File: src/hdl/mips_integer_alu_hi_lo_assert.svh
// assertion macros shared by the alu modules
`ifndef MIPS_INTEGER_ALU_HI_LO_ASSERT_SVH
`define MIPS_INTEGER_ALU_HI_LO_ASSERT_SVH

// same-cycle implication, sampled on clk_i, off while in reset
`define MIA_ASSERT_IMPLY(lbl, ante, cons, msg) \
  lbl: assert property (@(posedge clk_i) disable iff (!rst_ni) (ante) |-> (cons)) \
    else $error(msg);

// next-cycle implication, sampled on clk_i, off while in reset
`define MIA_ASSERT_NEXT(lbl, ante, cons, msg) \
  lbl: assert property (@(posedge clk_i) disable iff (!rst_ni) (ante) |=> (cons)) \
    else $error(msg);

`endif

File: src/hdl/mia_pkg.sv
// shared constants and types of the mips integer alu
package mia_pkg;

  localparam int DATA_W    = 32;
  localparam int CNT_W     = $clog2(DATA_W);
  localparam int CMD_W     = 5;
  localparam int SHAMT_W   = 5;
  localparam int CFG_W     = 8;
  localparam int CFG_IDX_W = 1;
  localparam int OUTC_W    = 2;
  localparam int LUI_SHIFT = 16;

  localparam logic [DATA_W-1:0] ALL_ONES = '1;

  // operation codes
  localparam logic [CMD_W-1:0] CMD_SLL     = 5'd0;
  localparam logic [CMD_W-1:0] CMD_SRL     = 5'd1;
  localparam logic [CMD_W-1:0] CMD_AND     = 5'd2;
  localparam logic [CMD_W-1:0] CMD_OR      = 5'd3;
  localparam logic [CMD_W-1:0] CMD_XOR     = 5'd4;
  localparam logic [CMD_W-1:0] CMD_NOR     = 5'd5;
  localparam logic [CMD_W-1:0] CMD_PASS_A  = 5'd6;
  localparam logic [CMD_W-1:0] CMD_SLT     = 5'd7;
  localparam logic [CMD_W-1:0] CMD_SLTU    = 5'd8;
  localparam logic [CMD_W-1:0] CMD_ADD     = 5'd9;
  localparam logic [CMD_W-1:0] CMD_ADDU    = 5'd10;
  localparam logic [CMD_W-1:0] CMD_SUB     = 5'd11;
  localparam logic [CMD_W-1:0] CMD_SUBU    = 5'd12;
  localparam logic [CMD_W-1:0] CMD_MULT    = 5'd13;
  localparam logic [CMD_W-1:0] CMD_MULTU   = 5'd14;
  localparam logic [CMD_W-1:0] CMD_DIV     = 5'd15;
  localparam logic [CMD_W-1:0] CMD_DIVU    = 5'd16;
  localparam logic [CMD_W-1:0] CMD_LUI     = 5'd17;
  localparam logic [CMD_W-1:0] CMD_SYSCALL = 5'd18;

  // outcome codes
  localparam logic [OUTC_W-1:0] OUTC_OK      = 2'd0;
  localparam logic [OUTC_W-1:0] OUTC_UNDEF   = 2'd1;
  localparam logic [OUTC_W-1:0] OUTC_DIVZERO = 2'd2;
  localparam logic [OUTC_W-1:0] OUTC_SYSCALL = 2'd3;

  // configuration register indexes
  localparam logic [CFG_IDX_W-1:0] REG_MULT_DELAY = 1'd0;
  localparam logic [CFG_IDX_W-1:0] REG_DIV_DELAY  = 1'd1;

  localparam logic [CFG_W-1:0] MULT_DELAY_RST = 8'd4;
  localparam logic [CFG_W-1:0] DIV_DELAY_RST  = 8'd12;

  // sequencer to mul/div unit
  typedef struct packed {
    logic start;
    logic is_div;
  } md_ctrl_t;

  // mul/div unit back to sequencer
  typedef struct packed {
    logic busy;
    logic done;
  } md_stat_t;

endpackage

File: src/hdl/mia_chan_if.sv
// valid/ready channel interfaces for alu operations and results
interface mia_in_if;
  logic                           valid;
  logic                           ready;
  logic [mia_pkg::CMD_W-1:0]      command;
  logic [mia_pkg::DATA_W-1:0]     operand_a;
  logic [mia_pkg::DATA_W-1:0]     operand_b;
  logic [mia_pkg::SHAMT_W-1:0]    shamt;

  modport source (output valid, command, operand_a, operand_b, shamt, input ready);
  modport sink (input valid, command, operand_a, operand_b, shamt, output ready);
endinterface

interface mia_out_if;
  logic                           valid;
  logic                           ready;
  logic [mia_pkg::DATA_W-1:0]     result;
  logic [mia_pkg::DATA_W-1:0]     hi_value;
  logic [mia_pkg::DATA_W-1:0]     lo_value;
  logic [mia_pkg::CFG_W-1:0]      stall_cycles;
  logic [mia_pkg::OUTC_W-1:0]     outcome;

  modport source (output valid, result, hi_value, lo_value, stall_cycles, outcome, input ready);
  modport sink (input valid, result, hi_value, lo_value, stall_cycles, outcome, output ready);
endinterface

File: src/hdl/mips_integer_alu_hi_lo.sv
// mips32 integer alu with hi/lo registers and an iterative multiply/divide unit
//
//   channel   dir  handshake         carries
//   in_i      in   valid / ready     command, operand_a, operand_b, shamt
//   out_o     out  valid / ready     result, hi_value, lo_value, stall_cycles, outcome
//   cfg       in   cfg_we_i          cfg_idx_i, cfg_data_i (mult_delay, div_delay)
//
// simple operations, divide by zero, syscall and undefined codes: result is
// registered in the accept cycle and shows on out_o in the cycle after
// mult, multu, div, divu: 32 steps of the shared adder unit, then done moves the sequencer
// to a sign fix-up state, which registers the result once out_o has room
// in_i.ready is low while the unit runs and while a result waits on out_o
// reset clears hi/lo, sets mult_delay to 4 and div_delay to 12
`include "mips_integer_alu_hi_lo_assert.svh"

module mips_integer_alu_hi_lo (
  input  logic                            clk_i,
  input  logic                            rst_ni,
  mia_in_if.sink                          in_i,
  mia_out_if.source                       out_o,
  input  logic                            cfg_we_i,
  input  logic [mia_pkg::CFG_IDX_W-1:0]   cfg_idx_i,
  input  logic [mia_pkg::CFG_W-1:0]       cfg_data_i
);
  import mia_pkg::*;

  typedef enum logic [1:0] {
    S_IDLE,
    S_RUN,
    S_FIX
  } state_e;

  state_e            state_q;
  logic [DATA_W-1:0] hi_q, lo_q;
  logic [CFG_W-1:0]  mult_delay_q, div_delay_q;
  logic              neg_q, rneg_q, div_q;

  logic              out_valid_q;
  logic [DATA_W-1:0] out_result_q, out_hi_q, out_lo_q;
  logic [CFG_W-1:0]  out_stall_q;
  logic [OUTC_W-1:0] out_outcome_q;

  logic [CMD_W-1:0]  cmd;
  logic [DATA_W-1:0] opa, opb;
  logic              in_fire, slot_free, out_load;
  logic              is_mul, is_div, is_signed, b_zero, a_neg, b_neg;
  logic [DATA_W-1:0] a_mag, b_mag;
  logic [DATA_W-1:0] alu_res;
  logic [OUTC_W-1:0] alu_outcome;

  md_ctrl_t          md_ctrl;
  md_stat_t          md_stat;
  logic [DATA_W-1:0] md_hi, md_lo;

  logic [2*DATA_W-1:0] prod_fix;
  logic [DATA_W-1:0]   q_fix, r_fix, fix_hi, fix_lo;

  assign cmd = in_i.command;
  assign opa = in_i.operand_a;
  assign opb = in_i.operand_b;

  assign slot_free  = !out_valid_q || out_o.ready;
  assign in_i.ready = (state_q == S_IDLE) && slot_free;
  assign in_fire    = in_i.valid && in_i.ready;

  assign is_mul    = (cmd == CMD_MULT) || (cmd == CMD_MULTU);
  assign is_div    = (cmd == CMD_DIV) || (cmd == CMD_DIVU);
  assign is_signed = (cmd == CMD_MULT) || (cmd == CMD_DIV);
  assign b_zero    = (opb == '0);
  assign a_neg     = is_signed && opa[DATA_W-1];
  assign b_neg     = is_signed && opb[DATA_W-1];
  assign a_mag     = a_neg ? ('0 - opa) : opa;
  assign b_mag     = b_neg ? ('0 - opb) : opb;

  assign md_ctrl.start  = in_fire && (is_mul || (is_div && !b_zero));
  assign md_ctrl.is_div = is_div;

  // a new result beat is loaded either from the alu or from the fix-up stage
  assign out_load = (in_fire && !md_ctrl.start) || ((state_q == S_FIX) && slot_free);

  always_comb begin
    alu_res     = ALL_ONES;
    alu_outcome = OUTC_OK;
    case (cmd)
      CMD_SLL:     alu_res = opb << in_i.shamt;
      CMD_SRL:     alu_res = opb >> in_i.shamt;
      CMD_AND:     alu_res = opa & opb;
      CMD_OR:      alu_res = opa | opb;
      CMD_XOR:     alu_res = opa ^ opb;
      CMD_NOR:     alu_res = ~(opa | opb);
      CMD_PASS_A:  alu_res = opa;
      CMD_SLT:     alu_res = {{(DATA_W-1){1'b0}}, $signed(opa) < $signed(opb)};
      CMD_SLTU:    alu_res = {{(DATA_W-1){1'b0}}, opa < opb};
      CMD_ADD,
      CMD_ADDU:    alu_res = opa + opb;
      CMD_SUB,
      CMD_SUBU:    alu_res = opa - opb;
      CMD_MULT,
      CMD_MULTU:   alu_outcome = OUTC_OK;
      CMD_DIV,
      CMD_DIVU:    alu_outcome = b_zero ? OUTC_DIVZERO : OUTC_OK;
      CMD_LUI:     alu_res = opb << LUI_SHIFT;
      CMD_SYSCALL: alu_outcome = OUTC_SYSCALL;
      default:     alu_outcome = OUTC_UNDEF;
    endcase
  end

  mia_muldiv u_muldiv (
    .clk_i  (clk_i),
    .rst_ni (rst_ni),
    .ctrl_i (md_ctrl),
    .a_i    (a_mag),
    .b_i    (b_mag),
    .stat_o (md_stat),
    .hi_o   (md_hi),
    .lo_o   (md_lo)
  );

  // sign fix-up of the magnitude results
  always_comb begin
    prod_fix = neg_q ? ('0 - {md_hi, md_lo}) : {md_hi, md_lo};
    q_fix    = neg_q ? ('0 - md_lo) : md_lo;
    r_fix    = rneg_q ? ('0 - md_hi) : md_hi;
    fix_hi   = div_q ? r_fix : prod_fix[2*DATA_W-1:DATA_W];
    fix_lo   = div_q ? q_fix : prod_fix[DATA_W-1:0];
  end

  always_ff @(posedge clk_i or negedge rst_ni) begin
    if (!rst_ni) begin
      state_q       <= S_IDLE;
      hi_q          <= '0;
      lo_q          <= '0;
      mult_delay_q  <= MULT_DELAY_RST;
      div_delay_q   <= DIV_DELAY_RST;
      neg_q         <= 1'b0;
      rneg_q        <= 1'b0;
      div_q         <= 1'b0;
      out_valid_q   <= 1'b0;
      out_result_q  <= '0;
      out_hi_q      <= '0;
      out_lo_q      <= '0;
      out_stall_q   <= '0;
      out_outcome_q <= OUTC_OK;
    end else begin
      if (cfg_we_i) begin
        case (cfg_idx_i)
          REG_MULT_DELAY: mult_delay_q <= cfg_data_i;
          REG_DIV_DELAY:  div_delay_q  <= cfg_data_i;
          default:        ;
        endcase
      end

      if (out_load) begin
        out_valid_q <= 1'b1;
      end else if (out_valid_q && out_o.ready) begin
        out_valid_q <= 1'b0;
      end

      case (state_q)
        S_IDLE: begin
          if (in_fire) begin
            if (md_ctrl.start) begin
              neg_q   <= a_neg ^ b_neg;
              rneg_q  <= a_neg;
              div_q   <= is_div;
              state_q <= S_RUN;
            end else begin
              out_result_q  <= alu_res;
              out_hi_q      <= hi_q;
              out_lo_q      <= lo_q;
              out_stall_q   <= '0;
              out_outcome_q <= alu_outcome;
            end
          end
        end
        S_RUN: begin
          if (md_stat.done) begin
            state_q <= S_FIX;
          end
        end
        S_FIX: begin
          // wait here until the previous beat has left
          if (slot_free) begin
            hi_q          <= fix_hi;
            lo_q          <= fix_lo;
            out_result_q  <= ALL_ONES;
            out_hi_q      <= fix_hi;
            out_lo_q      <= fix_lo;
            out_stall_q   <= div_q ? div_delay_q : mult_delay_q;
            out_outcome_q <= OUTC_OK;
            state_q       <= S_IDLE;
          end
        end
        default: state_q <= S_IDLE;
      endcase
    end
  end

  assign out_o.valid        = out_valid_q;
  assign out_o.result       = out_result_q;
  assign out_o.hi_value     = out_hi_q;
  assign out_o.lo_value     = out_lo_q;
  assign out_o.stall_cycles = out_stall_q;
  assign out_o.outcome      = out_outcome_q;

  `MIA_ASSERT_NEXT(a_start_run, md_ctrl.start, state_q == S_RUN && md_stat.busy, "mul/div did not enter run")
  `MIA_ASSERT_IMPLY(a_done_in_run, md_stat.done, state_q == S_RUN, "unit finished outside run")
  `MIA_ASSERT_NEXT(a_hi_hold, state_q != S_FIX, hi_q == $past(hi_q), "hi changed outside fix-up")
  `MIA_ASSERT_NEXT(a_lo_hold, state_q != S_FIX, lo_q == $past(lo_q), "lo changed outside fix-up")

endmodule

File: src/hdl/mia_muldiv.sv
// bit-serial unsigned multiply and restoring divide on one shared adder
`include "mips_integer_alu_hi_lo_assert.svh"

module mia_muldiv (
  input  logic                         clk_i,
  input  logic                         rst_ni,
  input  mia_pkg::md_ctrl_t            ctrl_i,
  input  logic [mia_pkg::DATA_W-1:0]   a_i,
  input  logic [mia_pkg::DATA_W-1:0]   b_i,
  output mia_pkg::md_stat_t            stat_o,
  output logic [mia_pkg::DATA_W-1:0]   hi_o,
  output logic [mia_pkg::DATA_W-1:0]   lo_o
);
  import mia_pkg::*;

  localparam logic [CNT_W-1:0] LAST = CNT_W'(DATA_W - 1);

  logic [DATA_W-1:0] r_q, r_d;
  logic [DATA_W-1:0] l_q, l_d;
  logic [DATA_W-1:0] b_q;
  logic              div_q;
  logic [CNT_W-1:0]  cnt_q;
  logic              busy_q;
  logic              done_q;

  logic [DATA_W:0]   shifted;
  logic [DATA_W:0]   add_x;
  logic [DATA_W:0]   add_y;
  logic [DATA_W+1:0] sum;
  logic              carry;

  // multiply: add multiplicand when lsb set, shift right
  // divide: shift left, subtract divisor when it fits (carry out = no borrow)
  always_comb begin
    shifted = {r_q, l_q[DATA_W-1]};
    add_x   = div_q ? shifted : {1'b0, r_q};
    add_y   = div_q ? ~{1'b0, b_q} : (l_q[0] ? {1'b0, b_q} : '0);
    sum     = {1'b0, add_x} + {1'b0, add_y} + {{(DATA_W+1){1'b0}}, div_q};
    carry   = sum[DATA_W+1];
    if (div_q) begin
      r_d = carry ? sum[DATA_W-1:0] : shifted[DATA_W-1:0];
      l_d = {l_q[DATA_W-2:0], carry};
    end else begin
      r_d = sum[DATA_W:1];
      l_d = {sum[0], l_q[DATA_W-1:1]};
    end
  end

  always_ff @(posedge clk_i or negedge rst_ni) begin
    if (!rst_ni) begin
      busy_q <= 1'b0;
      done_q <= 1'b0;
      cnt_q  <= '0;
    end else begin
      done_q <= busy_q && !ctrl_i.start && (cnt_q == LAST);
      if (ctrl_i.start) begin
        busy_q <= 1'b1;
        cnt_q  <= '0;
      end else if (busy_q) begin
        cnt_q <= cnt_q + 1'b1;
        if (cnt_q == LAST) begin
          busy_q <= 1'b0;
        end
      end
    end
  end

  always_ff @(posedge clk_i) begin
    if (ctrl_i.start) begin
      r_q   <= '0;
      l_q   <= a_i;
      b_q   <= b_i;
      div_q <= ctrl_i.is_div;
    end else if (busy_q) begin
      r_q <= r_d;
      l_q <= l_d;
    end
  end

  assign stat_o.busy = busy_q;
  assign stat_o.done = done_q;
  assign hi_o        = r_q;
  assign lo_o        = l_q;

  `MIA_ASSERT_NEXT(a_start_busy, ctrl_i.start, busy_q && cnt_q == '0, "unit did not start")
  `MIA_ASSERT_NEXT(a_last_done, busy_q && !ctrl_i.start && cnt_q == LAST, done_q && !busy_q, "unit missed its last step")
  `MIA_ASSERT_IMPLY(a_done_idle, done_q, !busy_q, "unit done while still busy")

endmodule
File: src/flat_wrapper.sv
// flat-port wrapper written by rule: the top's interface ports become plain ports
module mips_integer_alu_hi_lo_flat import mia_pkg::*;
  (clk_i, rst_ni, cfg_we_i, cfg_idx_i, cfg_data_i, in_i_valid, in_i_command, in_i_operand_a, in_i_operand_b, in_i_shamt, in_i_ready, out_o_valid, out_o_result, out_o_hi_value, out_o_lo_value, out_o_stall_cycles, out_o_outcome, out_o_ready);
  mia_in_if in_i_i ();
  mia_out_if out_o_i ();
  input  logic clk_i;
  input  logic rst_ni;
  input  logic cfg_we_i;
  input  logic [mia_pkg::CFG_IDX_W-1:0] cfg_idx_i;
  input  logic [mia_pkg::CFG_W-1:0] cfg_data_i;
  input wire logic [$bits(in_i_i.valid)-1:0] in_i_valid;
  input wire logic [$bits(in_i_i.command)-1:0] in_i_command;
  input wire logic [$bits(in_i_i.operand_a)-1:0] in_i_operand_a;
  input wire logic [$bits(in_i_i.operand_b)-1:0] in_i_operand_b;
  input wire logic [$bits(in_i_i.shamt)-1:0] in_i_shamt;
  output wire logic [$bits(in_i_i.ready)-1:0] in_i_ready;
  output wire logic [$bits(out_o_i.valid)-1:0] out_o_valid;
  output wire logic [$bits(out_o_i.result)-1:0] out_o_result;
  output wire logic [$bits(out_o_i.hi_value)-1:0] out_o_hi_value;
  output wire logic [$bits(out_o_i.lo_value)-1:0] out_o_lo_value;
  output wire logic [$bits(out_o_i.stall_cycles)-1:0] out_o_stall_cycles;
  output wire logic [$bits(out_o_i.outcome)-1:0] out_o_outcome;
  input wire logic [$bits(out_o_i.ready)-1:0] out_o_ready;
  assign in_i_i.valid = in_i_valid;
  assign in_i_i.command = in_i_command;
  assign in_i_i.operand_a = in_i_operand_a;
  assign in_i_i.operand_b = in_i_operand_b;
  assign in_i_i.shamt = in_i_shamt;
  assign in_i_ready = in_i_i.ready;
  assign out_o_valid = out_o_i.valid;
  assign out_o_result = out_o_i.result;
  assign out_o_hi_value = out_o_i.hi_value;
  assign out_o_lo_value = out_o_i.lo_value;
  assign out_o_stall_cycles = out_o_i.stall_cycles;
  assign out_o_outcome = out_o_i.outcome;
  assign out_o_i.ready = out_o_ready;
  mips_integer_alu_hi_lo u_core (.clk_i(clk_i), .rst_ni(rst_ni), .in_i(in_i_i), .out_o(out_o_i), .cfg_we_i(cfg_we_i), .cfg_idx_i(cfg_idx_i), .cfg_data_i(cfg_data_i));
endmodule
File: config.mk
export PLATFORM = sky130hd
export DESIGN_NAME = mips_integer_alu_hi_lo_flat
export DESIGN_NICKNAME = d
export VERILOG_FILES = /design/src/hdl/mia_pkg.sv /design/src/hdl/mia_chan_if.sv /design/src/hdl/mips_integer_alu_hi_lo.sv /design/src/hdl/mia_muldiv.sv /design/src/flat_wrapper.sv
export VERILOG_INCLUDE_DIRS = /design/src /design/src/hdl
export SDC_FILE = /design/constraint.sdc
export NUM_CORES = 1
export LEC_CHECK = 0
export CAP_MARGIN = 20
export CORE_MARGIN = 2
export CORE_UTILIZATION = 45
export DETAILED_ROUTE_END_ITERATION = 8
export DONT_BUFFER_PORTS = 1
export PLACE_DENSITY = 0.69
export SLEW_MARGIN = 0
export SYNTH_ARGS = -nofsm -noshare
export SYNTH_HDL_FRONTEND = slang
export SYNTH_SLANG_ARGS = --single-unit
File: constraint.sdc
create_clock -name clk_i -period 7.5 [get_ports clk_i]
set_input_delay 1.5 -clock clk_i [delete_from_list [all_inputs] [get_ports clk_i]]
set_output_delay 1.5 -clock clk_i [all_outputs]
set_load 0.005 [all_outputs]
== Word-level counts from Yosys, hierarchy flattened ==
Index checks and enable logic that the tools add are counted.

* Output and inout port bits: 108
* Input port bits: 88
* Register bits: 296
* Word-level logic and storage cells: 154

* Reductions and logical operators: 36
* Bitwise operators: 7
* Equality and inequality tests: 26
* Shift operators: 2
* Add/subtract/negate cells: 10
* Mux-type cells: 50
* Magnitude comparators: 2

{| class="wikitable"
|+ Operator list
! cell !! count
|-
| $mux W32 || 21
|-
| $pmux W32 S12 || 1
|-
| $pmux W32 S2 || 3
|-
| $sub A1 B32 Y32 const A || 4
|-
| $mux W33 || 2
|-
| $lt A32 B32 Y1 || 2
|-
| $mux W64 || 1
|-
| $sub A1 B64 Y64 const A || 1
|-
| $eq A5 B4 Y1 const B || 8
|-
| $add A33 B33 Y34 || 1
|-
| $add A34 B1 Y34 || 1
|-
| $not A32 Y33 || 1
|-
| $add A32 B32 Y32 || 1
|-
| $and A32 B32 Y32 || 1
|-
| $logic_not A32 Y1 || 1
|-
| $mux W8 || 4
|-
| $not A32 Y32 || 1
|-
| $or A32 B32 Y32 || 1
|-
| $shl A32 B5 Y32 || 1
|-
| $shr A32 B5 Y32 || 1
|-
| $sub A32 B32 Y32 || 1
|-
| $xor A32 B32 Y32 || 1
|-
| $eq A5 B3 Y1 const B || 4
|-
| $eq A5 B5 Y1 const B || 4
|-
| 26 further kinds || 66
|}

== Logic depth before layout (Yosys ltp) ==
Gate-level depths: netlist of the first run.

* Depth after elaboration: 9
* Mapped depth: 18
* Gate-level depth less buffers: 16

== By module ==
Synthesis of the first run repeated with hierarchy kept, for this count alone.

* Cells, all modules: 3385
* Area total of the unflattened synthesis: 27408.8 µm²

{| class="wikitable"
|+ Modules (own cells, without submodules)
! module !! cells an instance !! seq. area each (µm²) !! instances !! area each (µm²)
|-
| mips_integer_alu_hi_lo || 2578 || 4808.4 || 1 || 20161.8
|-
| mia_muldiv || 807 || 2767.7 || 1 || 7247.0
|}

== Worst setup path after synthesis of the first run ==
No wires, ideal clock.

* Kind: input port to flip-flop
* Start point: in in_i_operand_b[1]
* End point: reg u_core.u_muldiv.l_q[1], in the netlist u_core.u_muldiv.lo_o[1], data pin
* Buffers on the path: 4
* Stages: 14
* Setup time: 0.326 ns
* Arrival: 4.654 ns
* Path slack: 2.520 ns
* Required time: 7.174 ns
* Path through: clkbuf_1 > inv_1 > ha_1 > or3b_1 > nand2b_1 > nor2_1 > nand4_4 > nand2_1 > a21o_1 > buf_4 > inv_2 > buf_1 > buf_1 > a31oi_1

{| class="wikitable"
|+ RTL lines
! what !! RTL line !! text
|-
| from (decl) || flat_wrapper.sv:14 || <nowiki>input wire logic [$bits(in_i_i.operand_b)-1:0] in_i_operand_b;</nowiki>
|-
| to (signal assigned) || mia_muldiv.sv:71 || <nowiki>l_q <= a_i;</nowiki>
|-
| to (signal assigned) || mia_muldiv.sv:76 || <nowiki>l_q <= l_d;</nowiki>
|-
| to (decl) || mia_muldiv.sv:19 || <nowiki>logic [DATA_W-1:0] l_q, l_d;</nowiki>
|}

== Final worst setup path of the first run ==
* Start point: reg u_core.u_muldiv.div_q
* End point: reg u_core.u_muldiv.r_q[30], in the netlist u_core.u_muldiv.hi_o[30]

* Longest elaborated chain between the ends: 5
* Elaborated cells between the ends (all ways): 6
* Those cells by class: 2 x add/sub; 4 x mux

{| class="wikitable"
|+ Ends and longest elaborated chain
! what !! RTL line !! text
|-
| from (decl) || mia_muldiv.sv:21 || <nowiki>logic div_q;</nowiki>
|-
| from (signal assigned) || mia_muldiv.sv:73 || <nowiki>div_q <= ctrl_i.is_div;</nowiki>
|-
| $mux W33 (on tied branches) || mia_muldiv.sv:36, mia_muldiv.sv:37 ||
|-
| $add A33 B33 Y34 || mia_muldiv.sv:38 || <nowiki>sum = {1'b0, add_x} + {1'b0, add_y} + {{(DATA_W+1){1'b0}}, div_q};</nowiki>
|-
| $add A34 B1 Y34 || mia_muldiv.sv:38 ||
|-
| $mux W32 || mia_muldiv.sv:41 || <nowiki>r_d = carry ? sum[DATA_W-1:0] : shifted[DATA_W-1:0];</nowiki>
|-
| $mux W32 (*) || mia_muldiv.sv:40 || <nowiki>if (div_q) begin</nowiki>
|-
| to (signal assigned) || mia_muldiv.sv:75 || <nowiki>r_q <= r_d;</nowiki>
|-
| to (decl) || mia_muldiv.sv:18 || <nowiki>logic [DATA_W-1:0] r_q, r_d;</nowiki>
|}

Every way passes the cells marked *; elsewhere a longest branch is shown, timed or not.
A chain may end at the register's enable or synchronous reset.

==> out/results.tsv, run 1 <==
stage	metric	value	unit
run_status	outcome	complete, no violations	
hold_path	Worst Hold Class	flop to flop	
setup_path	Crit path arrival time	5390	ps
drt	DR vias	25100	
sta	Final Critical Period	4960	ps
drt	Iter 0 DRT Violations	2702	
sta	Clock Skew	29.9	ps
sta	Setup violations, final	0	
power	Pwr Density	279	nW/um^2
placement	Routability Congestion	1.12	
synth	cell type with the largest total area after synthesis	dfrtp_1	
synth	post-synth cell types	90	
synth	Cells after Synth	3248	
global_route	GRT overflow	0	
setup_path	CP max stage delay	600	ps
clock_network	clk buf depth	3	
clock_network	H-tree depth	2	
drt	WL per Instance	25.7	um
cells_and_area	area of the multi-input gates	17000	sq um
sta	Rel. slew slack	20.9	%
setup_path	CP Class	flop to flop	
drt	Via density	6.49	
cells_and_area	Area growth syn-to-layout	5.74	%
floorplan	Core ar.	56700	sq um
floorplan	Die Area	59500	sq um
setup_path	crit-path cells	buf_4 > inv_1 > o21ai_0 > fa_1 > a211oi_1 > nor2_1 > a311oi_1 > o31ai_1 > a221oi_1 > o211a_1 > o21ai_0 > xor2_1 > a221oi_1 > a21oi_1	
setup_path	CP Buf/Inv Count	2	
drt	Antenna Nets Post-Route	0	
sta	RSZ-0062 raised after global routing	false	
floorplan	initial core utilization	45.7	%
setup_path	Worst Path Max Fanout	34	
cells_and_area	Final #Nets	3321	
power	Max VDD drop	178	uV
sta	f_max	202	MHz
cells_and_area	register area	7580	sq um
clock_network	Clk pin slew, worst setup/hold paths	60	ps
placement	Buffers on Ports	0	
cells_and_area	# diodes	0	
power	LEAKAGE	10.8	nW
setup_path	CP startpoint kind	flop	
synth	Post-synth EDFFs	65	
setup_path	crit path max-delay cell type	a221oi_1	
sta	final hold violations	0	
sta	Slew Limit Fails	0	
synth	ys async rst share	67.2	%
synth	top cell type's share of synthesized area	18.9	%
synth	Mapped Nets	3490	
drt	DRC	0	
sta	Setup TNS	0	ps
clock_network	Setup Fix Bufs, Post-CTS	0	
placement	Detailed Place HPWL	72.7	mm
global_route	first-pass GRT wire length	149	mm
drt	WL final	99.3	mm
cells_and_area	Final Util	48.3	%
floorplan	num rows	87	
global_route	GRT Overall Usage	32.5	%
clock_network	CTS Buf Count	36	
clock_network	CTS sink count	296	
global_route	pin count of the biggest net entering global routing	200	
synth	Mapped Avg Cell Area	7.98	sq um
cells_and_area	layout cells sized above 1	7.15	%
floorplan	Vert. Die Dim	244	um
drt	Detailed Routing Iterations Pass 1	8	
setup_path	CP Data Required Time	7930	ps
synth	count leader, synth	nand2_1	
synth	synth warn	0	
sta	crit share post-route	66.1	%
synth	ranking of synthesized cells by area	dfrtp_1, edfxtp_1, o21ai_0, ha_1, nand2_1	
synth	Netlist Area Pre-Place	25900	sq um
global_route	vias in the first global route	23200	
setup_path	Setup crit end kind	flop	
synth	register area share after synthesis	29.2	%
clock_network	CTS tree	yes	
synth	top cell types by occurrence after synthesis	nand2_1, o21ai_0, nor2_1	
clock_network	CTS root buf	clkbuf_16	
cells_and_area	final-layout fill cell count	5530	
run	number of max-cap violations	0	
clock_network	cts hold-fix bufs	0	
floorplan	io pins	196	
synth	synthesized flop and latch total	296	
cells_and_area	Finished Cell Area	27400	sq um
setup_path	Top delay family on crit path	compound AO/OA/AOI/OAI gates	
floorplan	Die Span X	244	um
synth	main flop type after synthesis	dfrtp_1	
clock_network	post-CTS resize count	0	
global_route	initial antenna violation count	1	
placement	Post-DP Area	26200	sq um
clock_network	clk_lat worst skew	570	ps
sta	Hold Worst Slack	474	ps
power	total power	7.64	mW
sta	Worst-Margin Slew	1160	ps
-- metal layers --
layer / global-route usage [%] / share of wire [%] / vias to the layer above
li1: - / - / 11500
met1: 43.1 / 40 / 11800
met2: 46.8 / 41 / 1441
met3: 9.82 / 12 / 350
met4: 19.1 / 6.7 / 0
met5: 0 / 0 / -
-- worst paths after layout --
path	start	endpoint	slack, ps	cells past startpoint
worst min register to register	u_core.hi_q[4]	u_core.hi_q[4]	470	2
worst max-delay path	u_core.u_muldiv.div_q	u_core.u_muldiv.hi_o[30]	2540	14
worst max register to register	u_core.u_muldiv.div_q	u_core.u_muldiv.hi_o[30]	2540	14
worst min-delay path	u_core.hi_q[4]	u_core.hi_q[4]	470	2
min in group asynchronous	rst_ni	u_core.out_o.hi_value[8]	630	0
max in group asynchronous	rst_ni	u_core.out_o.result[7]	6400	0
-- kinds of logic (layout without fill, tap and decap cells) --
group | after synthesis | in the layout | synth area share, %
AO/OA/AOI/OAI | 1078 | 1078 | 26.1
XOR/XNOR | 159 | 159 | 5.37
adder cells (fa/ha/maj) | 154 | 154 | 7.55
buffers and inverters | 364 | 223 | 5.45
flip-flops | 296 | 296 | 29.2
multiplexers | 175 | 175 | 8.64
AND/OR/NAND/NOR | 1022 | 1022 | 17.7
-- per-stage QoR --
step,std cells,setup WS (ps)
global route,3863,2030
detailed placement,3796,2220
global placement,3796,2260
finish,3863,2540
CTS,3862,2340
floorplan,3248,2520
-- power by group --
group / switching, mW / internal [mW] / total (mW)
sequential: 0.600 / 2.16 / 2.76
clock: 0.742 / 1.02 / 1.76
combinational: 1.90 / 1.22 / 3.12
total: 3.24 / 4.40 / 7.64
-- worst reg2reg max path, cell delays in order (launching register included) --
cell,delay (ps)
edfxtp_1,480
buf_4,290
inv_1,560
o21ai_0,330
fa_1,510
a211oi_1,250
nor2_1,130
a311oi_1,500
o31ai_1,180
a221oi_1,600
o211a_1,260
o21ai_0,140
xor2_1,190
a221oi_1,310
a21oi_1,100
-- registers in the layout, summed over array words and instances, names as in the netlist, 5 cells and up --
signal and flops:
u_core.mult_delay_q 8, u_core.div_delay_q 8, u_core.out_o.lo_value 32, u_core.out_o.result 32, u_core.u_muldiv.hi_o 32, u_core.u_muldiv.lo_o 32, u_core.out_o.hi_value 32, u_core.u_muldiv.b_q 32
u_core.u_muldiv.cnt_q 5, u_core.out_o.stall_cycles 8, u_core.lo_q 32, u_core.hi_q 32
-- cells in the final DEF, fill, tap and decap left out, types with 47 or more instances in the layout --
cell / n
a22oi_1: 47
edfxtp_1: 65
o21ai_0: 386
xor2_1: 64
dfrtp_1: 196
inv_1: 116
mux2i_1: 92
mux2_2: 49
nor2_1: 297
nand2_1: 409
a21oi_1: 235
ha_1: 150
xnor2_1: 95
nand3_1: 57
nor3_1: 56
-- layout make-up --
type,instances,area share [%]
Multi-Input combinational cell,2588,62.0
Clock inverter,17,0.635
Clock buffer,49,3.65
Timing Repair Buffer,36,1.00
Sequential cell,296,27.6
Tap cell,756,3.45
Inverter,121,1.66
No activity file was read; power rests on OpenSTA's default activity.
==> run 2, diff against run 1 <==
==> constraint.sdc (replaced) <==
create_clock -name clk_i -period 4.65 [get_ports clk_i]
set_input_delay 0.93 -clock clk_i [delete_from_list [all_inputs] [get_ports clk_i]]
set_output_delay 0.93 -clock clk_i [all_outputs]
set_load 0.005 [all_outputs]
==> run 2 against run 1 <==
Against the previous run:
- clock power increased by 61%
- critical path type unchanged
- non-clock buffer count rose by 53
- final cell count is 1.3% higher
==> out/results.tsv, run 2 (synthesis results as in run 1) <==
stage	metric	value	unit
run_status	outcome	complete, no violations	
setup_path	crit-path cells	inv_1 > nor2_2 > mux2i_1 > fa_1 > inv_1 > fa_1 > a211oi_1 > nor2_1 > a311oi_1 > o31ai_1 > a221oi_1 > o211a_1 > o21ai_0 > xor2_1 > a221oi_1 > a21oi_1	
floorplan	Die Span X	244	um
clock_network	Setup Fix Bufs, Post-CTS	0	
cells_and_area	Area growth syn-to-layout	7.31	%
clock_network	CTS root buf	clkbuf_16	
cells_and_area	layout cells sized above 1	8.74	%
cells_and_area	final-layout fill cell count	5500	
run	number of max-cap violations	0	
placement	DP Worst Slack	304	ps
global_route	vias in the first global route	23500	
setup_path	Setup crit end kind	flop	
cells_and_area	Finished Cell Area	27800	sq um
floorplan	io pins	196	
sta	Setup TNS	0	ps
floorplan	Die Area	59500	sq um
drt	DR vias	25200	
sta	Final Critical Period	4350	ps
sta	Slew Limit Fails	0	
clock_network	clk_lat worst skew	570	ps
setup_path	CP Data Required Time	5100	ps
power	Max VDD drop	284	uV
setup_path	CP max stage delay	520	ps
drt	WL per Instance	26.2	um
setup_path	CP Class	flop to flop	
setup_path	crit path max-delay cell type	a221oi_1	
setup_path	Top delay family on crit path	compound AO/OA/AOI/OAI gates	
clock_network	cts hold-fix bufs	0	
cells_and_area	Post-Layout Cell Count	3915	
global_route	GRT Overall Usage	33.5	%
clock_network	CTS tree	yes	
drt	Via density	6.44	
clock_network	post-CTS resize count	0	
placement	Detailed Place HPWL	76.8	mm
global_route	first-pass GRT wire length	152	mm
placement	Post-DP Area	26600	sq um
clock_network	H-tree depth	2	
cells_and_area	most frequent cells in the layout	nand2_1, o21ai_0, nor2_1	
hold_path	Worst Hold Class	input pin to async pin	
clock_network	clk buf depth	3	
sta	crit share post-route	93.6	%
cells_and_area	Final Util	49.0	%
setup_path	Crit path arrival time	4800	ps
global_route	GRT overflow	0	
sta	Hold Worst Slack	70.2	ps
drt	Iter 0 DRT Violations	3212	
global_route	initial antenna violation count	3	
sta	Worst-Margin Slew	1150	ps
clock_network	Clk pin slew, worst setup/hold paths	60	ps
sta	Clock Skew	28.9	ps
clock_network	CTS sink count	296	
floorplan	Core ar.	56700	sq um
sta	Rel. slew slack	22.6	%
global_route	pin count of the biggest net entering global routing	200	
sta	Setup violations, final	0	
sta	f_max	230	MHz
floorplan	Vert. Die Dim	244	um
floorplan	num rows	87	
drt	DRC	0	
cells_and_area	register area	7580	sq um
placement	DP Cell Count	3850	
drt	WL final	102	mm
cells_and_area	Final #Nets	3374	
placement	Routability Congestion	1.07	
setup_path	critical path depth in cells	16	
sta	final hold violations	0	
power	Pwr Density	449	nW/um^2
power	total power	12.5	mW
setup_path	Worst Path Max Fanout	4	
placement	Buffers on Ports	0	
power	LEAKAGE	11.1	nW
drt	Detailed Routing Iterations Pass 1	6	
clock_network	CTS Buf Count	36	
floorplan	initial core utilization	45.7	%
cells_and_area	area of the multi-input gates	17000	sq um
cells_and_area	# diodes	0	
drt	Antenna Nets Post-Route	0	
sta	RSZ-0062 raised after global routing	false	
cells_and_area	commonest non-fill, non-tap cell in the layout	nand2_1	
setup_path	CP Buf/Inv Count	2	
setup_path	R2R depth	16	
setup_path	CP startpoint kind	flop	
sta	smallest setup slack after layout	298	ps
## run 2: layout make-up
class / count / area share (%)
Clock buffer: 50 / 3.66
Clock inverter: 15 / 0.549
Inverter: 121 / 1.64
Multi-Input combinational cell: 2588 / 61.1
Sequential cell: 296 / 27.2
Tap cell: 756 / 3.40
Timing Repair Buffer: 89 / 2.45
## run 2: path summary, 6_finish.rpt
check	start	to	slack [ps]
worst max-delay path	u_core.u_muldiv.lo_o[0]	u_core.u_muldiv.hi_o[29]	300
worst min-delay path	rst_ni	u_core.out_o.hi_value[6]	70
worst max register to register	u_core.u_muldiv.lo_o[0]	u_core.u_muldiv.hi_o[29]	300
worst min register to register	u_core.u_muldiv.done_q	u_core.state_q[0]	470
max in group asynchronous	rst_ni	u_core.out_o.result[9]	4200
min in group clk_i	in_i_operand_b[0]	u_core.u_muldiv.b_q[0]	470
## run 2: layer usage
metal | GRT usage (%) | vias to the layer above | share of wire (%)
li1 | - | 11600 | -
met1 | 43.8 | 11900 | 40
met2 | 50.3 | 1392 | 43
met3 | 9.26 | 300 | 11
met4 | 17.5 | 6 | 5.9
met5 | 0 | - | 0.044
## run 2: report_power, final
group	internal (mW)	switching, mW
logic	2.07	3.14
registers	3.48	0.957
clock network	1.65	1.19
## run 2: worst reg2reg max path: stages, from the launching register on
cell and delay, ps:
edfxtp_1 420, inv_1 180, nor2_2 90, mux2i_1 190, fa_1 290, inv_1 70, fa_1 420, a211oi_1 230
nor2_1 100, a311oi_1 490, o31ai_1 200, a221oi_1 520, o211a_1 250, o21ai_0 150, xor2_1 190, a221oi_1 330
a21oi_1 110
